### src/rtl/dwes_pkg.sv
`timescale 1ns / 1ps
// dwes_pkg: shared widths, register map, reset values and beat types
// for the dual-window seeded moving average block. No dependencies.
package dwes_pkg;

   // field widths fixed by the interface
   localparam int PRICE_W   = 32;
   localparam int WIN_W     = 9;
   localparam int ALPHA_W   = 24;
   localparam int RECIP_W   = 25;
   localparam int SUM_W     = 40;
   localparam int Q_FRAC    = 24;

   // multiplier operand and product widths
   localparam int OPA_W     = (SUM_W > PRICE_W) ? SUM_W : PRICE_W;
   localparam int PROD_W    = OPA_W + RECIP_W;

   // default for the top-level window limit
   localparam int DEF_MAX_WINDOW = 256;

   // register file
   localparam int CSR_DATA_W = 32;
   localparam int CSR_ADDR_W = 5;
   localparam int REG_IDX_W  = 3;

   localparam logic [REG_IDX_W-1:0] REG_LONG_WINDOW  = 3'd0;
   localparam logic [REG_IDX_W-1:0] REG_SHORT_WINDOW = 3'd1;
   localparam logic [REG_IDX_W-1:0] REG_LONG_ALPHA   = 3'd2;
   localparam logic [REG_IDX_W-1:0] REG_SHORT_ALPHA  = 3'd3;
   localparam logic [REG_IDX_W-1:0] REG_LONG_RECIP   = 3'd4;
   localparam logic [REG_IDX_W-1:0] REG_SHORT_RECIP  = 3'd5;

   localparam logic [WIN_W-1:0]   RST_LONG_WINDOW  = 9'd200;
   localparam logic [WIN_W-1:0]   RST_SHORT_WINDOW = 9'd50;
   localparam logic [ALPHA_W-1:0] RST_LONG_ALPHA   = 24'd166926;
   localparam logic [ALPHA_W-1:0] RST_SHORT_ALPHA  = 24'd657930;
   localparam logic [RECIP_W-1:0] RST_LONG_RECIP   = 25'd83886;
   localparam logic [RECIP_W-1:0] RST_SHORT_RECIP  = 25'd335544;

   // input beat
   typedef struct packed {
      logic [PRICE_W-1:0] close_price;
      logic [PRICE_W-1:0] adj_price;
   } req_type;

   // result beat
   typedef struct packed {
      logic [PRICE_W-1:0] long_close_avg;
      logic [PRICE_W-1:0] short_close_avg;
      logic [PRICE_W-1:0] long_adj_avg;
      logic [PRICE_W-1:0] short_adj_avg;
      logic               long_ready;
      logic               short_ready;
   } rsp_type;

   // per-window phase for one sample
   typedef struct packed {
      logic add;   // sample still goes into the seed sum
      logic seed;  // sample completes the seed window
      logic upd;   // average already seeded, run the recursive update
   } dwes_ctl_type;

endpackage

### src/rtl/dwes_track.sv
`timescale 1ns / 1ps
// dwes_track: seed sum and moving average of one price series for one window.
// Depends on dwes_pkg for widths and the phase struct.
module dwes_track
   import dwes_pkg::*;
(
   input  logic               clock,
   input  logic               reset,
   input  logic               en,
   input  dwes_ctl_type       ctl,
   input  logic [PRICE_W-1:0] price,
   input  logic [ALPHA_W-1:0] alpha,
   input  logic [RECIP_W-1:0] recip,
   output logic [PRICE_W-1:0] ema_in
);

   localparam int ADD_W = OPA_W + 1;
   localparam int Q_W   = PROD_W + 1 - Q_FRAC;
   localparam logic [ADD_W-1:0]  SUM_MAX = ADD_W'((65'd1 << SUM_W) - 65'd1);
   localparam logic [PROD_W:0]   Q_HALF  = (PROD_W + 1)'(1) << (Q_FRAC - 1);

   logic [SUM_W-1:0]   sum_ff;
   logic [PRICE_W-1:0] ema_ff;

   logic [ADD_W-1:0]   sum_add;
   logic [SUM_W-1:0]   sum_in;
   logic               price_ge;
   logic [PRICE_W-1:0] diff;
   logic [OPA_W-1:0]   mul_a;
   logic [RECIP_W-1:0] mul_b;
   logic [PROD_W-1:0]  prod;
   logic [PROD_W:0]    prod_rnd;
   logic [Q_W-1:0]     quot;
   logic [PRICE_W-1:0] seed_val;
   logic [PRICE_W-1:0] upd_val;

   // saturating seed sum including this sample
   assign sum_add = ADD_W'(sum_ff) + ADD_W'(price);
   assign sum_in  = (sum_add > SUM_MAX) ? SUM_MAX[SUM_W-1:0] : sum_add[SUM_W-1:0];

   // magnitude of the distance to the current average
   assign price_ge = (price >= ema_ff);
   assign diff     = price_ge ? (price - ema_ff) : (ema_ff - price);

   // one shared multiplier: sum*recip on the seed sample, diff*alpha afterwards
   assign mul_a = ctl.seed ? OPA_W'(sum_in) : OPA_W'(diff);
   assign mul_b = ctl.seed ? recip : RECIP_W'(alpha);
   assign prod  = PROD_W'(mul_a) * PROD_W'(mul_b);

   // round to nearest, ties up, drop the Q0.24 fraction
   assign prod_rnd = (PROD_W + 1)'(prod) + Q_HALF;
   assign quot     = prod_rnd[PROD_W:Q_FRAC];

   // seed mean clips to the price range
   assign seed_val = (quot[Q_W-1:PRICE_W] != '0) ? '1 : quot[PRICE_W-1:0];

   // step never exceeds diff, so no wrap either way
   assign upd_val = price_ge ? (ema_ff + quot[PRICE_W-1:0])
                             : (ema_ff - quot[PRICE_W-1:0]);

   always_comb begin
      priority if (ctl.seed) begin
         ema_in = seed_val;
      end else if (ctl.upd) begin
         ema_in = upd_val;
      end else begin
         ema_in = ema_ff;
      end
   end

   // state update on each sample that moves into the result register
   always_ff @(posedge clock) begin
      if (reset) begin
         sum_ff <= '0;
         ema_ff <= '0;
      end else if (en) begin
         if (ctl.add) begin
            sum_ff <= sum_in;
         end
         ema_ff <= ema_in;
      end
   end

endmodule

### config.mk
export PLATFORM = sky130hd
export DESIGN_NAME = dwes_track
export DESIGN_NICKNAME = d
export VERILOG_FILES = /design/src/rtl/dwes_pkg.sv /design/src/rtl/dwes_track.sv
export SDC_FILE = /design/constraint.sdc
export NUM_CORES = 2
export LEC_CHECK = 0
export ABC_AREA = 1
export BUFFER_PORTS_ARGS = -buffer_cell sky130_fd_sc_hd__buf_2
export CAP_MARGIN = 20
export CORE_MARGIN = 2
export CORE_UTILIZATION = 60
export CTS_BUF_LIST = sky130_fd_sc_hd__clkbuf_16
export DETAILED_ROUTE_END_ITERATION = 16
export PLACE_DENSITY = 0.77
export SKIP_CTS_REPAIR_TIMING = 1
export SYNTH_ARGS = -nofsm -noshare
export SYNTH_HDL_FRONTEND = slang
export SYNTH_SLANG_ARGS = --single-unit
### constraint.sdc
create_clock -name clock -period 24.1 [get_ports clock]
set_input_delay 3.615 -clock clock [delete_from_list [all_inputs] [get_ports clock]]
set_output_delay 3.615 -clock clock [all_outputs]
set_load 0.02 [all_outputs]
### Yosys cells after proc, flatten, opt, wreduce, memory -nomap -nowiden

Cells that the tools add are included.

* flip-flop bits (word level): 72
* input bits: 87
* word-level logic and storage cells: 21

* $add $sub $neg: 6
* $mul: 1
* magnitude comparators: 2
* muxes and demuxes: 8
* reduce and logical (&&, ||, !) cells: 2

Operator list (number)
* two-way mux 32 bit: 5
* subtractor 32 bit: 3
* two-way mux 40 bit: 2
* adder 65 x 24 -> 66 bit, second input constant: 1
* multiplier 40 x 25 -> 65 bit: 1
* adder 40 x 32 -> 41 bit: 1
* greater-than comparator 41 x 40 -> 1 bit, second input constant: 1
* adder 32 bit: 1
* >= comparator 32 bit: 1
* two-way mux 25 bit: 1
* nonzero test 10 bit: 1
* AND reduction 2 bit: 1

### Depth between registers and ports, before layout

* depth after elaboration: 10
* gate-level depth with buffers: 75
* gate-level depth less buffers: 74

### Worst setup path before layout

OpenSTA, ideal clock, no wires.

* path kind: input-to-output
* start point: input price[14]
* end point: output ema_in[30]
* arrival time: 14.657 ns
* path slack: 5.828 ns
* stages: 66
* buffers on the path: 5
* cell sequence: inv_1 > ha_1 > buf_2 > nand2_2 > nor2_4 > inv_2 > nor2_4 > nand2_1 > nand2_2 > nand2_2 > nand3_2 > buf_2 > buf_2 > buf_1 > mux2i_1 > xor2_1 > nand2_1 > nand2_1 > (+30 left out) > nand3_1 > nand3_1 > a21oi_2 > o21ai_1 > a21boi_1 > o21ai_1 > a21boi_0 > o21ai_1 > a21boi_1 > o21ai_1 > a21boi_1 > o21ai_1 > a21boi_1 > o21ai_1 > and2_0 > o21ai_0 > nand2_1 > nand2_1

* cells in the longest elaborated chain, start to end: 10

RTL lines
* start: declaration: RTL line dwes_track.sv:11 `input logic [PRICE_W-1:0] price,`
* adder 40 x 32 -> 41 bit: RTL line dwes_track.sv:38 `assign sum_add = ADD_W'(sum_ff) + ADD_W'(price);`
* greater-than comparator 41 x 40 -> 1 bit: RTL line dwes_track.sv:39 `assign sum_in = (sum_add > SUM_MAX) ? SUM_MAX[SUM_W-1:0] : sum_add[SUM_W-1:0];`
* two-way mux 40 bit: RTL line dwes_track.sv:39
* two-way mux 40 bit: RTL line dwes_track.sv:46 `assign mul_a = ctl.seed ? OPA_W'(sum_in) : OPA_W'(diff);`
* multiplier 40 x 25 -> 65 bit: RTL line dwes_track.sv:48 `assign prod = PROD_W'(mul_a) * PROD_W'(mul_b);`
* adder 65 x 24 -> 66 bit: RTL line dwes_track.sv:51 `assign prod_rnd = (PROD_W + 1)'(prod) + Q_HALF;`
* subtractor 32 bit / adder 32 bit (equally long branches): RTL line dwes_track.sv:59, dwes_track.sv:58
* two-way mux 32 bit: RTL line dwes_track.sv:58 `assign upd_val = price_ge ? (ema_ff + quot[PRICE_W-1:0])`
* two-way mux 32 bit: RTL line dwes_track.sv:64 `end else if (ctl.upd) begin`
* two-way mux 32 bit (*): RTL line dwes_track.sv:62 `priority if (ctl.seed) begin`
* end: declaration: RTL line dwes_track.sv:14 `output logic [PRICE_W-1:0] ema_in`

Mark *: on every way between the ends. The rest lies on a longest branch, timed or not.

### Final worst setup path

* start point: input price[19]
* end point: output ema_in[30]

The elaborated chain is that of the path after synthesis.

==> results_dict.tcl <==
set metrics [dict create \
    critPathMaxFanout 35 \
    cts_tree "yes" \
    final_max_slew_viol_count 0 \
    grt_pass1_wl_um 243000 \
    area_delta_synth_final_pct 4.30 \
    r2r_slack_ns 8.79 \
    numCtsBuffers 9 \
    die-height_um 275 \
    critPathMaxStageDelay_ns 0.73 \
    yosys.area.top_type_share 0.398 \
    synth_edf_count 0 \
    final_hold_viol_count 0 \
    grt_setup_unrepaired "false" \
    syn_nets 7361 \
    yosys.area_share.simple 0.206 \
    final_net_count 7355 \
    utilization 0.630 \
    period_minus_slack_ns 22.19 \
    maxCapViolCount 0 \
    async_flop_share 0 \
    seq_area_frac_synth 0.0327 \
    htreeDepth 3 \
    cp-start-kind "input pin" \
    clk_latency_ns 0.38 \
    cp-end-kind "output pin" \
    ios 119 \
    synth_xor_area_frac 0.0284 \
    final_area_um2 45900 \
    num_vias 41200 \
    synthAdderAreaFrac 0.502 \
    grt_max_degree 56 \
    cp_top_family "adder cells" \
    ys_warn_count 0 \
    hpwl_um 135000 \
    yosys-top-cells-area "fa_1 40%, inv_1 12%, nand2_1 11%, ha_1 10%, nor2_1 5.9%" \
    netlist_area_um2 44000 \
    wl_per_cell_um 23.1 \
    ys_types 65 \
    fp.dieW_um 275 \
    synth_ff_type "dfxtp_1" \
    root_buffer "clkbuf_16" \
    drt-total-wl_um 161000 \
    hold_class "flop to flop" \
    synth-seq-cells 72 \
    ant_nets 0 \
    yosysMostFrequentCell "inv_1" \
    status "finished, final reports clean" \
    placed_cells 6974 \
    place_area_um2 45500 \
    clockBufferDepth 2 \
    ys_top_cells_by_count "1,410 x inv_1, 1,254 x nand2_1, 876 x fa_1" \
    cp.arrival_ns 18.57 \
    syn_inst 6034 \
    row_count 99 \
    finalCritPeriodShare 0.921 \
    syn_avg_cell_area_um2 7.29 \
    worstPathBufferInverterCount 14 \
    yosys.area.top_type "fa_1" \
    crit_top_cell "inv_1" \
    overflow 0 \
    place_congestion 1.09 \
    initialDrtViolationCount 4276 \
    initial_core_util 0.604 \
    grt_pass1_vias 41100 \
    antenna_found_initial 8 \
    cts.sinks 72 \
    drtPass1Iterations 7 \
    cts.clk_slew.worst_paths_ns 0.07 \
    port_buffers 118 \
    cp_slowest_cell "clkinv_1" \
    grt_use_total 0.435 \
    drc 0 \
    drive_gt1_frac 0.0484 \
    fin_cells 6994 \
    tightestPinTransition_ns 1.19 \
    clock_skew_ns 0.0113 \
    fill_cells 6756 \
    routed_via_density 5.89 \
    max_slew_margin 0.209 \
    setup_viol 0 \
    tns_ns 0 \
    dieArea_um2 75500 \
    crit_type "input pin to output pin" \
    core-area_um2 72800 \
    synth-compound-area-share 0.0883 \
    required_ns 20.48 \
    synthMuxAreaShare 0.00159 \
    fmax_mhz 45.1 \
    synth_top_family_by_area "adder cells" \
]
==> final cells by class <==
type / instances / area, um2 / share of cell area
antenna: 2 / 5.00 / 0.000109
clock buffer: 9 / 225 / 0.00491
clock inverter: 7 / 88.8 / 0.00193
inverter: 1437 / 5390 / 0.117
multi-input combinational: 4317 / 36400 / 0.792
sequential: 72 / 1440 / 0.0314
tap: 959 / 1200 / 0.0261
timing repair buffer: 191 / 1170 / 0.0256
==> through the flow <==
stage	hold slack [ns]	setup WS, ns
CTS	0.516	2.08
floorplan	0.471	5.83
finish	0.518	1.91
global placement	0.493	2.09
detailed placement	0.498	2.11
global route	0.537	0.936
==> placed cells by master, fill, tap and decap left out, types with 10 or more instances in the layout <==
| cell type | instances |
|---|---|
| buf_4 | 72 |
| a31oi_1 | 37 |
| clkinv_1 | 20 |
| nand2_2 | 25 |
| nor2_2 | 12 |
| ha_1 | 364 |
| nor2_1 | 686 |
| nand3_1 | 145 |
| o21ai_0 | 170 |
| inv_1 | 1410 |
| a21oi_1 | 333 |
| o211ai_1 | 23 |
| a211oi_1 | 11 |
| nand4_1 | 53 |
| o21ai_1 | 19 |
| nand3b_1 | 10 |
| xor2_1 | 88 |
| nand2_1 | 1254 |
| o21a_1 | 25 |
| a21o_1 | 13 |
| xnor2_1 | 47 |
| nor3_1 | 22 |
| fa_1 | 876 |
| buf_2 | 117 |
| dfxtp_1 | 72 |
==> worst reg2reg max path: cells and delay by family, from the launching register on <==
family          cells  cell delay, ns
buf+inv            13            2.00
fa+ha+maj          11            4.85
xor+xnor            2            0.64
mux                 1            0.30
flops               1            0.47
simple gates       17            2.84
compound gates     19            4.08
==> state kept, by name (all words and copies together) (netlist names) <==
name	count
sum_ff	40
ema_ff	32
==> path summary, 6_finish.rpt <==
path                                               from                      end  cells after the start
worst max-delay path                          price[19]               ema_in[30]                     63
worst min-delay path            sum_ff[25]$_SDFFE_PP0P_  sum_ff[25]$_SDFFE_PP0P_                      2
worst max register to register  ema_ff[18]$_SDFFE_PP0P_  ema_ff[28]$_SDFFE_PP0P_                     63
worst min register to register  sum_ff[25]$_SDFFE_PP0P_  sum_ff[25]$_SDFFE_PP0P_                      2
==> kinds of logic (layout without fill, tap and decap cells) <==
family / after synthesis / in the layout
other: 0 / 2
buffers and inverters: 1645 / 1644
DFF: 72 / 72
AOI/OAI and AO/OA: 691 / 691
and+or+nand+nor: 2241 / 2241
muxes: 7 / 7
xor gates and xnor gates: 138 / 138
adders and majority gates: 1240 / 1240
==> per-layer routing <==
layer  routed length, um  global-route usage  vias up
met3               20000               0.128      626
met2               69200               0.651     2541
met5                 145             0.00564        -
met1               60600               0.564    20000
met4               11400               0.246       16
li1                    -                   -    18000
Power is left out: the tool's default activity adds up to more than one toggle a clock period on the data nets, which glitch-free logic cannot reach.
